File: src/hw/rtl/lcdns_pkg.sv
`timescale 1ns / 1ps
`default_nettype none
// ----------------------------------------------------------------------------
// lcdns_pkg: shared types and constants for the character-LCD nibble sequencer
// Request codes, the job record passed from front to back, and the power-up
// strobe table.
// ----------------------------------------------------------------------------
package lcdns_pkg;

  localparam logic [2:0] CMD_INIT  = 3'd0;
  localparam logic [2:0] CMD_INSTR = 3'd1;
  localparam logic [2:0] CMD_DATA  = 3'd2;
  localparam logic [2:0] CMD_GOTO  = 3'd3;
  localparam logic [2:0] CMD_NUM   = 3'd4;

  localparam logic [1:0] CFG_FIRST_ROW_BASE  = 2'd0;
  localparam logic [1:0] CFG_SECOND_ROW_BASE = 2'd1;
  localparam logic [1:0] CFG_HIDDEN_CELL     = 2'd2;

  localparam logic [6:0] FIRST_ROW_BASE_RST  = 7'd0;
  localparam logic [6:0] SECOND_ROW_BASE_RST = 7'd64;
  localparam logic [6:0] HIDDEN_CELL_RST     = 7'd79;

  localparam int         Q_DEPTH   = 2;
  localparam int         Q_PTR_W   = $clog2(Q_DEPTH);
  localparam int         NUM_BITS  = 16;
  localparam int         NUM_DIGITS = 5;

  localparam logic [5:0] BYTE_WAIT  = 6'd2;
  localparam logic [7:0] CHAR_ZERO  = 8'h30;
  localparam logic [7:0] CHAR_SPACE = 8'h20;
  localparam logic [3:0] INIT_LAST  = 4'd13;

  // Power-up strobes: raw 3,3,3,2 then 0x28, 0x0F, 0x06, 0x80, 0x01 by nibble.
  localparam logic [3:0] INIT_NIB [0:13] = '{
    4'h3, 4'h3, 4'h3, 4'h2,
    4'h2, 4'h8, 4'h0, 4'hF, 4'h0, 4'h6, 4'h8, 4'h0, 4'h0, 4'h1
  };
  localparam logic [5:0] INIT_WAIT [0:13] = '{
    6'd50, 6'd10, 6'd10, 6'd10,
    6'd22, 6'd0, 6'd12, 6'd0, 6'd12, 6'd0, 6'd12, 6'd0, 6'd2, 6'd0
  };

  typedef enum logic [1:0] {
    JOB_INIT,
    JOB_BYTE,
    JOB_NUM
  } job_kind_t;

  typedef struct packed {
    logic [6:0] first_row_base;
    logic [6:0] second_row_base;
    logic [6:0] hidden_cell;
  } cfg_t;

  typedef struct packed {
    job_kind_t  kind;
    logic       rs;
    logic [7:0] byte_v;   // byte to send, or the goto address for a number
    logic [19:0] digits;  // BCD, ten-thousands in the top nibble
  } job_t;

endpackage
`default_nettype wire

File: src/hw/rtl/lcdns_front.sv
`timescale 1ns / 1ps
`default_nettype none
// ----------------------------------------------------------------------------
// lcdns_front: request intake and classification
// Decodes each known request code into a job, forms goto addresses, and converts numbers
// to BCD with a shift-and-add-3 unit, one bit per cycle.
// ----------------------------------------------------------------------------
module lcdns_front (
  input  wire                 clk,
  input  wire                 rst_n,
  input  wire                 in_valid,
  output logic                in_ready,
  input  wire  [2:0]          in_cmd,
  input  wire  [7:0]          in_byte_value,
  input  wire  [1:0]          in_row,
  input  wire  [6:0]          in_column,
  input  wire  [15:0]         in_number,
  input  lcdns_pkg::cfg_t     cfg,
  output lcdns_pkg::job_t     job,
  output logic                job_valid,
  input  wire                 job_full
);
  import lcdns_pkg::*;

  logic        busy_r, busy_nxt;
  logic        job_vld_r, job_vld_nxt;
  job_t        job_r, job_nxt;
  logic [3:0]  cnt_r, cnt_nxt;
  logic [15:0] bin_r, bin_nxt;
  logic [19:0] bcd_r, bcd_nxt;
  logic [19:0] bcd_adj;
  logic [6:0]  base;
  logic [7:0]  addr_sum;
  logic [7:0]  goto_addr;
  logic        push;
  logic        accept;

  assign push      = job_vld_r && !job_full;
  assign in_ready  = !busy_r && (!job_vld_r || push);
  assign accept    = in_valid && in_ready;
  assign job       = job_r;
  assign job_valid = job_vld_r;

  always_comb begin
    unique case (in_row)
      2'd0:    base = cfg.first_row_base;
      2'd1:    base = cfg.second_row_base;
      default: base = 7'd0;
    endcase
    addr_sum  = {1'b0, base} + {1'b0, in_column};
    goto_addr = {1'b1, addr_sum[6:0]};
  end

  // One double-dabble step: correct each digit, then shift the next bit in.
  always_comb begin
    for (int d = 0; d < NUM_DIGITS; d++) begin
      bcd_adj[d*4 +: 4] = (bcd_r[d*4 +: 4] >= 4'd5) ? bcd_r[d*4 +: 4] + 4'd3
                                                   : bcd_r[d*4 +: 4];
    end
  end

  always_comb begin
    busy_nxt    = busy_r;
    job_vld_nxt = job_vld_r;
    job_nxt     = job_r;
    cnt_nxt     = cnt_r;
    bin_nxt     = bin_r;
    bcd_nxt     = bcd_r;
    if (push) begin
      job_vld_nxt = 1'b0;
    end
    if (busy_r) begin
      bcd_nxt = {bcd_adj[18:0], bin_r[NUM_BITS-1]};
      bin_nxt = {bin_r[NUM_BITS-2:0], 1'b0};
      cnt_nxt = cnt_r + 4'd1;
      if (cnt_r == 4'(NUM_BITS - 1)) begin
        busy_nxt       = 1'b0;
        job_vld_nxt    = 1'b1;
        job_nxt.digits = {bcd_adj[18:0], bin_r[NUM_BITS-1]};
        cnt_nxt        = 4'd0;
      end
    end else if (accept) begin
      job_nxt.digits = '0;
      unique case (in_cmd)
        CMD_INIT: begin
          job_nxt.kind   = JOB_INIT;
          job_nxt.rs     = 1'b0;
          job_nxt.byte_v = 8'h00;
          job_vld_nxt    = 1'b1;
        end
        CMD_INSTR, CMD_DATA: begin
          job_nxt.kind   = JOB_BYTE;
          job_nxt.rs     = (in_cmd == CMD_DATA);
          job_nxt.byte_v = in_byte_value;
          job_vld_nxt    = 1'b1;
        end
        CMD_GOTO: begin
          job_nxt.kind   = JOB_BYTE;
          job_nxt.rs     = 1'b0;
          job_nxt.byte_v = goto_addr;
          job_vld_nxt    = 1'b1;
        end
        CMD_NUM: begin
          job_nxt.kind   = JOB_NUM;
          job_nxt.rs     = 1'b0;
          job_nxt.byte_v = goto_addr;
          busy_nxt       = 1'b1;
          bin_nxt        = in_number;
          bcd_nxt        = '0;
          cnt_nxt        = 4'd0;
        end
        default: begin
          // Unknown request codes are taken and dropped.
        end
      endcase
    end
  end

  always_ff @(posedge clk) begin
    if (!rst_n) begin
      busy_r    <= 1'b0;
      job_vld_r <= 1'b0;
      cnt_r     <= 4'd0;
    end else begin
      busy_r    <= busy_nxt;
      job_vld_r <= job_vld_nxt;
      cnt_r     <= cnt_nxt;
    end
  end

  always_ff @(posedge clk) begin
    job_r <= job_nxt;
    bin_r <= bin_nxt;
    bcd_r <= bcd_nxt;
  end

  a_busy_no_job: assert property (@(posedge clk) disable iff (!rst_n)
    busy_r |-> !job_vld_r)
    else $error("front holds a finished job while converting");

  a_cnt_idle: assert property (@(posedge clk) disable iff (!rst_n)
    !busy_r |-> cnt_r == 4'd0)
    else $error("conversion counter not cleared outside a conversion");

endmodule
`default_nettype wire

File: src/hw/rtl/lcdns_queue.sv
`timescale 1ns / 1ps
`default_nettype none
// ----------------------------------------------------------------------------
// lcdns_queue: job queue between front and back
// A short FIFO of job records so that intake and strobe output stall apart.
// ----------------------------------------------------------------------------
module lcdns_queue (
  input  wire              clk,
  input  wire              rst_n,
  input  wire              push,
  input  lcdns_pkg::job_t  push_data,
  output logic             full,
  input  wire              pop,
  output lcdns_pkg::job_t  pop_data,
  output logic             not_empty
);
  import lcdns_pkg::*;

  localparam int CNT_W = $clog2(Q_DEPTH + 1);

  job_t               mem_r [Q_DEPTH];
  logic [Q_PTR_W-1:0] wr_ptr_r, wr_ptr_nxt;
  logic [Q_PTR_W-1:0] rd_ptr_r, rd_ptr_nxt;
  logic [CNT_W-1:0]   count_r, count_nxt;
  logic               do_push, do_pop;

  assign full      = (count_r == CNT_W'(Q_DEPTH));
  assign not_empty = (count_r != '0);
  assign pop_data  = mem_r[rd_ptr_r];
  assign do_push   = push && !full;
  assign do_pop    = pop && not_empty;

  always_comb begin
    wr_ptr_nxt = wr_ptr_r;
    rd_ptr_nxt = rd_ptr_r;
    count_nxt  = count_r;
    if (do_push) begin
      wr_ptr_nxt = (wr_ptr_r == Q_PTR_W'(Q_DEPTH - 1)) ? '0 : wr_ptr_r + 1'b1;
    end
    if (do_pop) begin
      rd_ptr_nxt = (rd_ptr_r == Q_PTR_W'(Q_DEPTH - 1)) ? '0 : rd_ptr_r + 1'b1;
    end
    priority if (do_push && !do_pop) begin
      count_nxt = count_r + 1'b1;
    end else if (do_pop && !do_push) begin
      count_nxt = count_r - 1'b1;
    end
  end

  always_ff @(posedge clk) begin
    if (!rst_n) begin
      wr_ptr_r <= '0;
      rd_ptr_r <= '0;
      count_r  <= '0;
    end else begin
      wr_ptr_r <= wr_ptr_nxt;
      rd_ptr_r <= rd_ptr_nxt;
      count_r  <= count_nxt;
    end
  end

  always_ff @(posedge clk) begin
    if (do_push) begin
      mem_r[wr_ptr_r] <= push_data;
    end
  end

  a_no_overflow: assert property (@(posedge clk) disable iff (!rst_n)
    push |-> !full)
    else $error("job pushed into a full queue");

endmodule
`default_nettype wire

File: src/hw/rtl/lcdns_back.sv
`timescale 1ns / 1ps
`default_nettype none
// ----------------------------------------------------------------------------
// lcdns_back: strobe sequencer
// Walks the job into the output register, one strobe per cycle unless stalled.
// ----------------------------------------------------------------------------
module lcdns_back (
  input  wire              clk,
  input  wire              rst_n,
  input  lcdns_pkg::cfg_t  cfg,
  input  lcdns_pkg::job_t  q_data,
  input  wire              q_not_empty,
  output logic             q_pop,
  output logic             out_valid,
  input  wire              out_ready,
  output logic [3:0]       out_nibble,
  output logic             out_reg_select,
  output logic [5:0]       out_wait_ms,
  output logic             out_last
);
  import lcdns_pkg::*;

  logic       active_r, active_nxt;
  job_t       cur_r, cur_nxt;
  logic [2:0] lead_r, lead_nxt;
  logic [3:0] step_r, step_nxt;
  logic       out_valid_r, out_valid_nxt;
  logic [3:0] nib_r, nib_nxt;
  logic       rs_r, rs_nxt;
  logic [5:0] wait_r, wait_nxt;
  logic       last_r, last_nxt;

  logic [2:0] pos;
  logic [7:0] byte_sel;
  logic       st_rs, st_last;
  logic [3:0] st_nib;
  logic [5:0] st_wait;
  logic [2:0] q_lead;
  logic       adv;

  assign pos = step_r[3:1];

  // Leading zero digits of the queued number; a lone zero keeps its last digit.
  always_comb begin
    priority if (q_data.digits[19:16] != 4'd0) q_lead = 3'd0;
    else if (q_data.digits[15:12] != 4'd0)     q_lead = 3'd1;
    else if (q_data.digits[11:8] != 4'd0)      q_lead = 3'd2;
    else if (q_data.digits[7:4] != 4'd0)       q_lead = 3'd3;
    else                                       q_lead = 3'd4;
  end

  // Strobe for the current step. A number job is a row of eight bytes:
  // address, five digits, space, park; the leading zero digits are skipped.
  always_comb begin
    byte_sel = cur_r.byte_v;
    st_rs    = cur_r.rs;
    st_last  = step_r[0];
    unique case (cur_r.kind)
      JOB_INIT: begin
        st_rs   = 1'b0;
        st_last = (step_r == INIT_LAST);
      end
      JOB_BYTE: begin
      end
      JOB_NUM: begin
        st_rs   = 1'b1;
        st_last = (step_r == 4'hF);
        unique case (pos)
          3'd0: begin
            byte_sel = cur_r.byte_v;
            st_rs    = 1'b0;
          end
          3'd1:    byte_sel = CHAR_ZERO | {4'h0, cur_r.digits[19:16]};
          3'd2:    byte_sel = CHAR_ZERO | {4'h0, cur_r.digits[15:12]};
          3'd3:    byte_sel = CHAR_ZERO | {4'h0, cur_r.digits[11:8]};
          3'd4:    byte_sel = CHAR_ZERO | {4'h0, cur_r.digits[7:4]};
          3'd5:    byte_sel = CHAR_ZERO | {4'h0, cur_r.digits[3:0]};
          3'd6:    byte_sel = CHAR_SPACE;
          default: begin
            byte_sel = {1'b1, cfg.hidden_cell};
            st_rs    = 1'b0;
          end
        endcase
      end
      default: begin
      end
    endcase
    if (cur_r.kind == JOB_INIT) begin
      st_nib  = INIT_NIB[step_r];
      st_wait = INIT_WAIT[step_r];
    end else begin
      st_nib  = step_r[0] ? byte_sel[3:0] : byte_sel[7:4];
      st_wait = step_r[0] ? 6'd0 : BYTE_WAIT;
    end
  end

  assign adv   = active_r && (!out_valid_r || out_ready);
  assign q_pop = q_not_empty && (!active_r || (adv && st_last));

  always_comb begin
    active_nxt    = active_r;
    cur_nxt       = cur_r;
    lead_nxt      = lead_r;
    step_nxt      = step_r;
    out_valid_nxt = out_valid_r;
    nib_nxt       = nib_r;
    rs_nxt        = rs_r;
    wait_nxt      = wait_r;
    last_nxt      = last_r;
    if (out_valid_r && out_ready) begin
      out_valid_nxt = 1'b0;
    end
    if (adv) begin
      out_valid_nxt = 1'b1;
      nib_nxt       = st_nib;
      rs_nxt        = st_rs;
      wait_nxt      = st_wait;
      last_nxt      = st_last;
      if (st_last) begin
        active_nxt = 1'b0;
      end else if (cur_r.kind == JOB_NUM && step_r == 4'd1) begin
        step_nxt = {lead_r + 3'd1, 1'b0};
      end else begin
        step_nxt = step_r + 4'd1;
      end
    end
    if (q_pop) begin
      active_nxt = 1'b1;
      cur_nxt    = q_data;
      lead_nxt   = q_lead;
      step_nxt   = 4'd0;
    end
  end

  always_ff @(posedge clk) begin
    if (!rst_n) begin
      active_r    <= 1'b0;
      out_valid_r <= 1'b0;
      step_r      <= 4'd0;
    end else begin
      active_r    <= active_nxt;
      out_valid_r <= out_valid_nxt;
      step_r      <= step_nxt;
    end
  end

  always_ff @(posedge clk) begin
    cur_r  <= cur_nxt;
    lead_r <= lead_nxt;
    nib_r  <= nib_nxt;
    rs_r   <= rs_nxt;
    wait_r <= wait_nxt;
    last_r <= last_nxt;
  end

  assign out_valid      = out_valid_r;
  assign out_nibble     = nib_r;
  assign out_reg_select = rs_r;
  assign out_wait_ms    = wait_r;
  assign out_last       = last_r;

  a_init_range: assert property (@(posedge clk) disable iff (!rst_n)
    active_r && cur_r.kind == JOB_INIT |-> step_r <= INIT_LAST)
    else $error("power-up sequence ran past its last strobe");

  a_byte_range: assert property (@(posedge clk) disable iff (!rst_n)
    active_r && cur_r.kind == JOB_BYTE |-> step_r <= 4'd1)
    else $error("byte job ran past its second strobe");

endmodule
`default_nettype wire

File: src/hw/rtl/char_lcd_nibble_sequencer.sv
`timescale 1ns / 1ps
`default_nettype none
// A request passes the front job register, the job queue and the back end's
// job register to the output register; a print-number request first runs the
// bit-serial BCD conversion, which holds the intake. Jobs are queued and sent as
// one strobe per cycle while the receiver takes them; known requests have 2 to 16 strobes.
// Reset: synchronous active-low rst_n clears all control state and loads the
// register defaults (row bases 0 and 64, hidden cell 79).
// ----------------------------------------------------------------------------
// char_lcd_nibble_sequencer: 4-bit character-LCD strobe generator
// Front intake and number conversion, a short job queue, and a strobe
// sequencer; holds the address configuration registers.
// ----------------------------------------------------------------------------
module char_lcd_nibble_sequencer (
  input  wire         clk,
  input  wire         rst_n,
  input  wire         in_valid,
  output logic        in_ready,
  input  wire  [2:0]  in_cmd,
  input  wire  [7:0]  in_byte_value,
  input  wire  [1:0]  in_row,
  input  wire  [6:0]  in_column,
  input  wire  [15:0] in_number,
  output logic        out_valid,
  input  wire         out_ready,
  output logic [3:0]  out_nibble,
  output logic        out_reg_select,
  output logic [5:0]  out_wait_ms,
  output logic        out_last,
  input  wire         cfg_valid,
  output logic        cfg_ready,
  input  wire  [1:0]  cfg_index,
  input  wire  [6:0]  cfg_data
);
  import lcdns_pkg::*;

  cfg_t cfg_r, cfg_nxt;
  job_t front_job, q_data;
  logic front_job_valid, q_full, q_pop, q_not_empty;

  assign cfg_ready = 1'b1;

  always_comb begin
    cfg_nxt = cfg_r;
    if (cfg_valid) begin
      unique case (cfg_index)
        CFG_FIRST_ROW_BASE:  cfg_nxt.first_row_base  = cfg_data;
        CFG_SECOND_ROW_BASE: cfg_nxt.second_row_base = cfg_data;
        CFG_HIDDEN_CELL:     cfg_nxt.hidden_cell     = cfg_data;
        default: begin
        end
      endcase
    end
  end

  always_ff @(posedge clk) begin
    if (!rst_n) begin
      cfg_r.first_row_base  <= FIRST_ROW_BASE_RST;
      cfg_r.second_row_base <= SECOND_ROW_BASE_RST;
      cfg_r.hidden_cell     <= HIDDEN_CELL_RST;
    end else begin
      cfg_r <= cfg_nxt;
    end
  end

  lcdns_front u_front (
    .clk           (clk),
    .rst_n         (rst_n),
    .in_valid      (in_valid),
    .in_ready      (in_ready),
    .in_cmd        (in_cmd),
    .in_byte_value (in_byte_value),
    .in_row        (in_row),
    .in_column     (in_column),
    .in_number     (in_number),
    .cfg           (cfg_r),
    .job           (front_job),
    .job_valid     (front_job_valid),
    .job_full      (q_full)
  );

  lcdns_queue u_queue (
    .clk       (clk),
    .rst_n     (rst_n),
    .push      (front_job_valid && !q_full),
    .push_data (front_job),
    .full      (q_full),
    .pop       (q_pop),
    .pop_data  (q_data),
    .not_empty (q_not_empty)
  );

  lcdns_back u_back (
    .clk            (clk),
    .rst_n          (rst_n),
    .cfg            (cfg_r),
    .q_data         (q_data),
    .q_not_empty    (q_not_empty),
    .q_pop          (q_pop),
    .out_valid      (out_valid),
    .out_ready      (out_ready),
    .out_nibble     (out_nibble),
    .out_reg_select (out_reg_select),
    .out_wait_ms    (out_wait_ms),
    .out_last       (out_last)
  );

endmodule
`default_nettype wire

File: config.mk
export PLATFORM = sky130hd
export DESIGN_NAME = char_lcd_nibble_sequencer
export DESIGN_NICKNAME = d
export VERILOG_FILES = /design/src/hw/rtl/lcdns_pkg.sv /design/src/hw/rtl/lcdns_front.sv /design/src/hw/rtl/lcdns_queue.sv /design/src/hw/rtl/lcdns_back.sv /design/src/hw/rtl/char_lcd_nibble_sequencer.sv
export SDC_FILE = /design/constraint.sdc
export NUM_CORES = 1
export LEC_CHECK = 0
export ABC_AREA = 1
export BUFFER_PORTS_ARGS = -buffer_cell sky130_fd_sc_hd__buf_2
export CORE_UTILIZATION = 60
export CTS_CLUSTER_SIZE = 14
export DETAILED_ROUTE_END_ITERATION = 8
export PLACE_DENSITY_LB_ADDON = 0.08
export RECOVER_POWER = 100
export SYNTH_ARGS = -nofsm -noshare
export SYNTH_HDL_FRONTEND = slang
export SYNTH_SLANG_ARGS = --single-unit
File: constraint.sdc
create_clock -name clk -period 2.9 [get_ports clk]
set_clock_uncertainty 0.1 [all_clocks]
set_input_delay 0 -clock clk [delete_from_list [all_inputs] [get_ports clk]]
set_output_delay 0 -clock clk [all_outputs]
set_load 0.02 [all_outputs]
---- Word level (Yosys, flattened, before mapping) ----
Memory sizes are Yosys's and may differ from the RTL's. A register that Yosys moved wholly into a read port is not among the register bits.
Cells that the tools add are included.
cells by class
  add/subtract/negate cells ............... 13
  order comparisons ....................... 6
  equal/unequal tests ..................... 20
  muxes and demuxes ....................... 59
  bitwise logic cells ..................... 4
  reductions and logical operators ........ 54
operator list
  cell                                                  number
  two-way mux 20 bit                                    6
  case mux 8 bit (7 select lines)                       1
  two-way mux 4 bit                                     13
  two-way mux 16 bit                                    3
  case mux 11 bit (4 select lines)                      1
  two-way mux 1 bit                                     22
  >= comparator 4 x 3 -> 1 bit (second input constant)  5
  nonzero test 4 bit                                    5
  two-way mux 6 bit                                     3
  adder 4 x 2 -> 4 bit (second input constant)          4
  AND reduction 2 bit                                   8
  case mux 7 bit (2 select lines)                       1
  nonzero test 2 bit                                    7
  equality test 3 x 2 -> 1 bit (second input constant)  4
  equality test 3 bit (second input constant)           4
  equality test 4 bit (second input constant)           3
  logical AND 1 bit                                     12
  adder 4 x 1 -> 4 bit (second input constant)          2
  two-way mux 2 bit                                     4
  two-way mux 8 bit                                     1
  adder 7 bit                                           1
  zero test 1 bit                                       7
  equality test 2 bit (second input constant)           3
  equality test 3 x 1 -> 1 bit (second input constant)  2
  21 further kinds                                      34
storage, ports and cells
  bits in registers ....................... 150
  RAM bits ................................ 62
  bits in read-only memories .............. 160
  bits of input ports ..................... 50
  output and inout bits ................... 15
  word-level logic and storage cells ...... 189
  memories ................................ 3
memory list
  memory           words  bits a word  rd ports  clocked after memory_dff  write ports  line               RTL
  (no name shown)  16     6            1         0                         0            lcdns_back.sv:90   st_wait = INIT_WAIT[step_r];
  (no name shown)  16     4            1         0                         0            lcdns_back.sv:89   st_nib = INIT_NIB[step_r];
  u_queue.mem_r    2      31           1         1                         1            lcdns_queue.sv:21  job_t mem_r [Q_DEPTH];

---- Logic depth before layout (Yosys ltp) ----
Gate-level depths: netlist of the first run.
  depth after elaboration ................. 10
  gate-level depth with buffers ........... 14
  mapped depth without buffers ............ 13

---- Hierarchy ----
A second synthesis of the first run with hierarchy kept.
second synthesis, totals
  cell total of the unflattened synthesis .. 868
  area total of the unflattened synthesis .. 9,485.3 sq um
modules (own cells, without submodules)
  module                     times used  cells each  area each (sq um)  sequential area each (sq um)
  lcdns_front                1           336         3,580.9            2,122.0
  lcdns_back                 1           269         2,491.1            1,471.4
  lcdns_queue                1           133         2,489.9            1,961.9
  char_lcd_nibble_sequencer  1           130         923.4              420.4

---- Worst setup path after synthesis of the first run ----
OpenSTA, ideal clock, no wires.
  kind .................................... register -> register
  from .................................... register u_queue.count_r[1]
  to ...................................... memory u_queue.mem_r[1][0] (netlist bit), enable pin
  setup time .............................. 0.421 ns
  arrival time ............................ 1.854 ns
  data required time ...................... 2.379 ns
  slack ................................... 0.525 ns
  stages on the path, launching flop included .. 4
  path buffers ............................ 0
  clock period less this slack ............ 2.375 ns
  cell sequence ........................... dfxtp_1 > inv_1 > o21ai_0 > nor2_1
on the way
  cells in the longest elaborated chain, start to end .. 6
RTL lines
  element                                      line                                                RTL
  from (decl)                                  lcdns_queue.sv:24                                   logic [CNT_W-1:0] count_r, count_nxt;
  from (signal assigned)                       lcdns_queue.sv:58                                   count_r <= count_nxt;
  equality test 2 bit (*)                      lcdns_queue.sv:27                                   assign full = (count_r == CNT_W'(Q_DEPTH));
  zero test 1 bit (*)                          lcdns_queue.sv:30, char_lcd_nibble_sequencer.sv:85
  logical AND 1 bit                            char_lcd_nibble_sequencer.sv:85                     .push (front_job_valid && !q_full),
  logical AND 1 bit (*)                        lcdns_queue.sv:30                                   assign do_push = push && !full;
  two-way mux 1 bit (*)                        lcdns_queue.sv:63                                   if (do_push) begin
  two-way mux 1 bit (implied by the code) (*)  lcdns_queue.sv:64                                   mem_r[wr_ptr_r] <= push_data;
  to (decl)                                    lcdns_queue.sv:21
Mark *: on every way between the ends. The rest lies on a longest branch, timed or not.

---- Worst setup path in the final report of the first run ----
  from .................................... register cfg_r[14] (netlist bit)
  to ...................................... register u_front.job_r (netlist bit u_front.job[24]), data pin
on the way
  cells in the longest elaborated chain, start to end .. 3
RTL lines
  element                           line                             RTL
  from (decl)                       char_lcd_nibble_sequencer.sv:37  cfg_t cfg_r, cfg_nxt;
  from (signal assigned)            char_lcd_nibble_sequencer.sv:62  cfg_r <= cfg_nxt;
  case mux 7 bit (2 select lines)   lcdns_front.sv:45                unique case (in_row)
  adder 7 bit                       lcdns_front.sv:50                addr_sum = {1'b0, base} + {1'b0, in_column};
  case mux 11 bit (4 select lines)  lcdns_front.sv:84                unique case (in_cmd)
  to (signal assigned)              lcdns_front.sv:132               job_r <= job_nxt;
  to (decl)                         lcdns_front.sv:27                job_t job_r, job_nxt;
No other way between the ends.
A chain may end at the register's enable or synchronous reset.

==> reports/metrics.cfg, run 1 <==
[cts]
cts_resized=0
cts_sinks=212
tritoncts=built
numCtsBuffers=23
clk_path_buf_depth=3
root_buffer=clkbuf_16
path_clk_slew_ns=0.06
htree_levels=1
clkLatencyLatePin_ns=0.51

[placement]
gp_congestion=0.851
preCtsSetupSlack_ns=0.575
dp_hpwl_microns=12200
numPortBuffers=62

[floorplanning]
start_util_pct=62.2
die_w_microns=125
io_pins=65
core_area_sq_um=14600
rows=44
fp.dieArea_sq_um=15700
die_height_microns=125

[routing]
drcViolationCount=4
viasPerCell=5.53
routed-via-count=6383
wirelength_microns=18400
drtIter0Drc=485
antenna_left=0
dr.pass1.iters=9
wl_per_cell_microns=16.0

[yosys]
syn_area_sq_um=9100
synth_top_cell_by_area=edfxtp_1
synth.distinct_cells=44
synth_top_area_share_pct=57.1
synthArstFlopShare_pct=0
yosysWarnings=0
mappedNetlistNets=893
netlist_instances=818
synth_area_leaders=edfxtp_1 57%, dfxtp_1 8.6%, nand2_1 6.1%, nor2_1 3.9%, o21ai_0 3.6%
synthFlopType=edfxtp_1
synth-seq-cells=212
synth.most_common_cell=edfxtp_1
synth-edff-count=173
seq_area_frac_synth_pct=65.6
ys_top_cells_by_count=173 x edfxtp_1, 147 x nand2_1, 95 x nor2_1, 85 x inv_1, 66 x o21ai_0
synth_area_per_cell_sq_um=11.1

[final_layout]
nFillCells=983
fin_nets=1028
area_growth_syn_to_layout_pct=19.2
drive_gt1_share_pct=9.90
diodes=0
final_util_pct=74.1

[timing]
worst_pin_slew_ns=1.30
setup_tns_ns=0
fin_ws_ns=0.306
timing.hold.ws_ns=0.0801
rsz0062_at_grt=no
setup_violations=0
finalCritPeriodShare_pct=89.4
min_period_ns=2.59
hold_violations=0
relSlewSlack_pct=13.6
max_clock_freq_ghz=0.386
slew_viol_final=0

[run_status]
status=complete, but fails checks
violations=DRC

[critical_path]
r2r_slack_ns=0.31
cp_max_fo=3
reg2reg_depth=8
crit_type=register to register
cp.arrival_ns=2.76
reg2reg_to=u_front.job[24]
start_kind=register
crit_start=cfg_r[14]
cp-endpoint=u_front.job[24]
r2r_start=cfg_r[14]
crit_required_ns=3.06
crit_path_end_kind=register

[global_routing]
grt_pass1_vias=6405
track_usage_pct=24.5
grt_first_pass_wirelength_microns=30400
grt_overflow_total=0
grt_max_degree=35
antenna_found_initial=0

[min_path]
min_path_type=input pin to register
min_delay_path_depth=4

[power_and_ir_drop]
p_leak_nw=4.34
ir_drop_mv=0.552
p_per_area_nw_per_um2=763
power.total_mw=8.28

[job]
maxCapViolations=0

-- worst max-delay path, stage by stage (launching register included) --
cell	delay [ns]
dfxtp_1	0.31
a22o_1	0.26
ha_1	0.23
fa_1	0.44
nand3_1	0.11
nand2_1	0.09
o21ai_0	0.18
nand2_1	0.08
dlygate4sd3_1	0.55
-- stage by stage --
| step | area (sq um) | std cells |
|---|---|---|
| 2_1_floorplan | 9100 | 818 |
| 5_1_grt | 10900 | 1154 |
| 6_report | 10900 | 1154 |
| 3_3_place_gp | 9630 | 1054 |
| 3_5_place_dp | 9630 | 1054 |
| 4_1_cts | 10900 | 1154 |
-- cells by family after synthesis --
logic type	Yosys count	share of synthesized area (%)
simple gates	295	13.3
flops	212	65.6
compound gates	152	9.80
buf+inv	109	4.95
fa+ha+maj	25	3.52
mux	19	2.35
xor+xnor	4	0.385
other cells	2	0.0825
-- worst min path at each step --
stage	start	endpoint	slack, ns
6_report	in_column[2]	u_front.job[22]	0.08
3_3_place_gp	in_number[0]	u_front.bin_r[0]	0.14
4_1_cts	in_cmd[1]	u_front.job[22]	0.04
2_1_floorplan	cfg_data[6]	cfg_r[13]	0.01
3_5_place_dp	cfg_data[6]	cfg_r[13]	0.15
5_1_grt	in_column[2]	u_front.job[22]	0.12
-- layer usage --
| metal | share of wire, % | vias to the layer above | track usage, % |
|---|---|---|---|
| met2 | 51 | 219 | 44.0 |
| met4 | 4.2 | 0 | 10.8 |
| met1 | 40 | 2997 | 29.3 |
| li1 | - | 3111 | - |
| met5 | 0 | - | 0 |
| met3 | 4.5 | 56 | 3.81 |
-- area by class of cell --
class	instances	area [sq um]	area share [%]
clock inverters	16	145	1.34
inverters	89	337	3.10
multi-input cells	497	2670	24.6
repair buffers	130	912	8.41
flip-flops and latches	212	5980	55.1
well taps	184	230	2.12
clock buffers	26	587	5.41
-- placed cells by master (no fill, tap or decap), drive strengths merged --
| master | instances |
|---|---|
| edfxtp | 173 |
| nand2 | 149 |
| nor2 | 97 |
| inv | 90 |
| o21ai | 68 |
| dlygate4sd3 | 58 |
| clkbuf | 54 |
| a21oi | 51 |
| buf | 44 |
| dfxtp | 39 |
| nand3 | 30 |
| ha | 24 |
| mux2 | 19 |
| a32o | 14 |
| nor3 | 12 |
| clkinv | 12 |
| a22o | 8 |
| a31oi | 3 |
| a221oi | 3 |
| xor2 | 2 |
| nand4 | 2 |
| xnor2 | 2 |
| conb | 2 |
| bufinv | 2 |
| or2 | 1 |
| and3 | 1 |
| o22ai | 1 |
| o2111ai | 1 |
| o21bai | 1 |
| o211ai | 1 |
| and2 | 1 |
| a211oi | 1 |
| nor2b | 1 |
| nor4 | 1 |
| fa | 1 |
| clkinvlp | 1 |
-- timing repair --
action / 4_1_cts / 5_1_grt
buffers inserted: 0 / 0
hold buffers: 58 / 0
hold endpoints to repair: 56 / 0
-- power breakdown --
part | switching (mW) | internal [mW] | total, mW
registers | 0.220 | 3.89 | 4.11
clock network | 1.15 | 1.65 | 2.80
logic | 0.922 | 0.449 | 1.37
total | 2.29 | 5.99 | 8.28
-- registers in the layout (all words and copies together), names as in the netlist, named ones only --
| name | cells |
|---|---|
| cfg_r | 21 |
| u_back.active_r | 1 |
| u_back.cur_r | 31 |
| u_back.lead_r | 3 |
| u_back.out_last | 1 |
| u_back.out_nibble | 4 |
| u_back.out_reg_select | 1 |
| u_back.out_valid | 1 |
| u_back.out_wait_ms | 5 |
| u_back.step_r | 4 |
| u_front.bcd_r | 20 |
| u_front.bin_r | 16 |
| u_front.busy_r | 1 |
| u_front.cnt_r | 4 |
| u_front.job | 31 |
| u_front.job_valid | 1 |
| u_queue.count_r | 2 |
| u_queue.mem_r | 62 |
| u_queue.rd_ptr_r | 1 |
| u_queue.wr_ptr_r | 1 |
Note: power is estimated with default switching activity, not from simulation.
==> run 2: changes to the inputs <==
--- a/config.mk
+++ b/config.mk
@@ -10,8 +10,9 @@
 export CORE_UTILIZATION = 60
 export CTS_CLUSTER_SIZE = 14
 export DETAILED_ROUTE_END_ITERATION = 8
-export PLACE_DENSITY_LB_ADDON = 0.08
+export PLACE_DENSITY = 0.82
 export RECOVER_POWER = 100
+export SKIP_LAST_GASP = 1
 export SYNTH_ARGS = -nofsm -noshare
 export SYNTH_HDL_FRONTEND = slang
 export SYNTH_SLANG_ARGS = --single-unit
==> reports/metrics.cfg, run 2 (synthesis results as in run 1) <==
[run_status]
status=complete, but fails checks
violations=DRC

[final_layout]
layout_commonest_cell=edfxtp_1
drive_gt1_share_pct=10.4
final_util_pct=74.3
top_register=u_queue.mem_r
diodes=0
fin_nets=1034
final_cell_count_no_fill=1159
largest_register_ff_count=62
area_growth_syn_to_layout_pct=19.5
most-common-layout-cells=173 x edfxtp_1, 148 x nand2_1, 95 x nor2_1

[routing]
antenna_left=0
wl_per_cell_microns=16.8
dr.pass1.iters=9
wirelength_microns=19400
routed-via-count=6534
drcViolationCount=4
viasPerCell=5.64
drtIter0Drc=435

[timing]
timing.hold.ws_ns=0.103
finalCritPeriodShare_pct=92.4
rsz0062_at_grt=no
setup_violations=0
slew_viol_final=0
setup_tns_ns=0
worst_pin_slew_ns=1.31
hold_violations=0
relSlewSlack_pct=12.5
min_period_ns=2.68
max_clock_freq_ghz=0.373

[power_and_ir_drop]
p_leak_nw=4.34
power.total_mw=8.15
p_per_area_nw_per_um2=749
ir_drop_mv=0.551

[critical_path]
crit_slowest_cell=dlygate4sd3_1
cp_cell_sequence=a22o_1, ha_1, fa_1, nand4_1, o211ai_1, nor2_1, o21ai_0, dlygate4sd3_1
start_kind=register
crit_path_end_kind=register
cp_max_fo=3
crit_family=adder cells
crit_required_ns=3.06
cp.arrival_ns=2.84
cp_num_buf_inv=1
crit_type=register to register
cp_slowest_stage_delay_ns=0.56

[cts]
root_buffer=clkbuf_16
numCtsBuffers=22
cts_setup_buffers=0
cts_sinks=212
path_clk_slew_ns=0.06
clk_path_buf_depth=3
clkLatencyLatePin_ns=0.50
htree_levels=1
tritoncts=built

[global_routing]
grt_first_pass_wirelength_microns=31300
grt_overflow_total=0
grt-busiest-layer=met2
globalRouteMet3Util_pct=4.49
grt_max_degree=36
gr-usage-met1_pct=30.5
antenna_found_initial=0
grt_pass1_vias=6525
met2_usage_pct=44.0
track_usage_pct=25.2

[floorplanning]
die_height_microns=125
start_util_pct=62.2
fp.dieArea_sq_um=15700
rows=44
die_w_microns=125
core_area_sq_um=14600
io_pins=65

[placement]
gp_congestion=0.899
numPortBuffers=62
dp_hpwl_microns=11600
dp.cells=1056

[job]
maxCapViolations=0

[min_path]
min_path_type=input pin to register

## run 2: cell types whose count changed in the layout (fill, tap and decap cells not counted), moves of 2 or more
cell	before	now
clkbuf_2	5	3
dlygate4sd3_1	58	63
mux2_1	11	7
mux2_2	8	12
## run 2: layer usage
| metal | wire length [microns] | up-vias |
|---|---|---|
| li1 | - | 3133 |
| met5 | 0 | - |
| met1 | 7600 | 3005 |
| met3 | 1380 | 74 |
| met4 | 796 | 0 |
| met2 | 9650 | 322 |
## run 2: worst register-to-register path, cell delays in order, from the launching register on
cell	delay [ns]
dfxtp_1	0.31
a22o_1	0.26
ha_1	0.25
fa_1	0.45
nand4_1	0.14
o211ai_1	0.12
nor2_1	0.14
o21ai_0	0.12
dlygate4sd3_1	0.56
## run 2: power by group
group	leakage, nW	internal, mW	switching (mW)
clock	0.327	1.49	1.12
sequential	1.95	3.89	0.237
combinational	2.06	0.462	0.945
## run 2: path summary, 6_finish.rpt
check | end | depth (start not counted) | start | slack (ns)
setup / recovery | u_front.job[26] | 8 | cfg_r[14] | 0.22
hold / removal | u_front.job[25] | 4 | in_column[5] | 0.10
setup reg to reg | u_front.job[26] | 8 | cfg_r[14] | 0.22
hold reg to reg | u_queue.mem_r[1][11] | 0 | u_front.job[11] | 0.34
## run 2: cell type report
cell class                      instances  area, sq um
Clock buffer                           25          562
Clock inverter                         15          109
Fill cell                             919         3770
Inverter                               89          337
Multi-Input combinational cell        497         2670
Sequential cell                       212         5980
Tap cell                              184          230
Timing Repair Buffer                  137          992
## run 2: timing repair
item | in CTS | in global routing
endpoints found under the hold margin | 59 | 0
hold buffers | 63 | 0
gates resized for setup | 0 | 0
## run 2: metrics by stage
step	setup WS, ns	instance area [sq um]
finish	0.220	10900
global route	0.0538	10900
CTS	0.323	11000
detailed placement	0.586	9650
global placement	0.766	9650
floorplan	0.525	9100
==> run 3: changes to the inputs <==
--- a/config.mk
+++ b/config.mk
@@ -10,7 +10,7 @@
 export CORE_UTILIZATION = 60
 export CTS_CLUSTER_SIZE = 14
 export DETAILED_ROUTE_END_ITERATION = 8
-export PLACE_DENSITY = 0.82
+export PLACE_DENSITY_LB_ADDON = 0.05
 export RECOVER_POWER = 100
 export SKIP_LAST_GASP = 1
 export SYNTH_ARGS = -nofsm -noshare
==> reports/metrics.cfg, run 3 (synthesis results as in run 1) <==
[routing]
viasPerCell=5.48
antenna_left=0
drcViolationCount=6
dr.pass1.iters=9
wl_per_cell_microns=16.1
wirelength_microns=18500
drtIter0Drc=421
routed-via-count=6306

[cts]
tritoncts=built
clkLatencyLatePin_ns=0.52
path_clk_slew_ns=0.06
root_buffer=clkbuf_16
cts_setup_buffers=0
htree_levels=1
cts_sinks=212
clk_path_buf_depth=3
numCtsBuffers=22
cts_resized=0

[placement]
numPortBuffers=62
dp_hpwl_microns=12500
gp_congestion=0.884

[power_and_ir_drop]
power.total_mw=8.25
ir_drop_mv=0.551
p_per_area_nw_per_um2=762
p_leak_nw=4.34

[timing]
finalCritPeriodShare_pct=97.2
hold_violations=0
setup_tns_ns=0
slew_viol_final=0
rsz0062_at_grt=no
max_clock_freq_ghz=0.355
min_period_ns=2.82
setup_violations=0
worst_pin_slew_ns=1.26
relSlewSlack_pct=16.1

[floorplanning]
die_height_microns=125
rows=44
die_w_microns=125
io_pins=65
fp.dieArea_sq_um=15700
core_area_sq_um=14600
start_util_pct=62.2

[critical_path]
r2r_start=cfg_r[14]
cp.arrival_ns=3.10
cp-endpoint=cfg_r[5]
crit_required_ns=3.18
crit_family=buffers and inverters
crit_slowest_cell=dlygate4sd3_1
reg2reg_to=u_front.job[24]
cp_slowest_stage_delay_ns=0.71
crit_type=input pin to register
crit_path_end_kind=register
cp_cell_sequence=dlygate4sd3_1, buf_2, nor3_2, dlygate4sd3_1, inv_1, nor2_1, dlygate4sd3_1, nor2_1, dlygate4sd3_1
r2r_slack_ns=0.28
path_common_cell=dlygate4sd3_1
start_kind=input pin
cp_num_buf_inv=6
cp.depth=9
reg2reg_depth=8
cp_max_fo=7
crit_start=cfg_index[0]

[final_layout]
diodes=0
fin_nets=1027
most-common-layout-cells=173 x edfxtp_1, 148 x nand2_1, 96 x nor2_1
largest_register_ff_count=62
drive_gt1_share_pct=11.1
layout_commonest_cell=edfxtp_1
area_growth_syn_to_layout_pct=18.9
top_register=u_queue.mem_r

[run_status]
status=complete, but fails checks
violations=DRC

[min_path]
min_path_type=input pin to register

[global_routing]
grt_first_pass_wirelength_microns=30600
grt_max_degree=35
grt_pass1_vias=6480
track_usage_pct=24.4
antenna_found_initial=0
grt_overflow_total=0

[job]
maxCapViolations=0

[run 3: cell type report]
type / instances / area (sq um)
Timing Repair Buffer: 130 / 898
Sequential cell: 212 / 5980
Multi-Input combinational cell: 497 / 2670
Tap cell: 184 / 230
Clock buffer: 23 / 554
Clock inverter: 16 / 164
Fill cell: 1010 / 3820
Inverter: 89 / 337
[run 3: tightest hold or removal path, cell delays in order]
cell     delay, ns
buf_2         0.08
ha_1          0.20
o21ai_0       0.10
o21ai_0       0.14
[run 3: metal layers]
metal | vias to the layer above | GRT usage (%) | part of all wire [%]
met4 | 0 | 8.61 | 2.6
met3 | 40 | 3.51 | 3.3
met1 | 2988 | 29.8 | 42
li1 | 3116 | - | -
met5 | - | 0 | 0
met2 | 162 | 44.1 | 52
[run 3: worst min-delay path by stage]
stage | to | startpoint | cells after the start | slack, ns
after detailed placement | u_front.bin_r[0] | in_number[0] | 3 | 0.14
after global placement | u_front.bin_r[0] | in_number[0] | 3 | 0.14
after CTS | u_front.job[25] | in_column[5] | 4 | 0.02
final | u_front.job[25] | in_column[5] | 4 | 0.03
after floorplan | cfg_r[13] | cfg_data[6] | 2 | 0.01
after global routing | u_front.job[25] | in_column[5] | 4 | 0.05
[run 3: what timing repair did]
action | CTS | global route
hold endpoints to repair | 56 | 0
hold buffers | 55 | 0
endpoints found under the setup margin | 0 | 0
[run 3: per-stage QoR]
step / hold WS (ns) / std cells / setup WS (ns) / utilization, % / cell area, sq um
2_1_floorplan: 0.0132 / 818 / 0.525 / - / 9100
3_3_place_gp: 0.136 / 1057 / 0.716 / 65.8 / 9630
3_5_place_dp: 0.137 / 1057 / 0.598 / 65.8 / 9630
4_1_cts: 0.0197 / 1151 / 0.262 / 74.4 / 10900
5_1_grt: 0.0467 / 1151 / 0.00204 / 73.9 / 10800
6_report: 0.0317 / 1151 / 0.0819 / 73.9 / 10800
[run 3: power breakdown]
| part | internal, mW | switching, mW | total (mW) | leakage (nW) |
|---|---|---|---|---|
| clock | 1.66 | 1.12 | 2.78 | 0.355 |
| sequential | 3.89 | 0.239 | 4.13 | 1.95 |
| combinational | 0.453 | 0.890 | 1.34 | 2.04 |
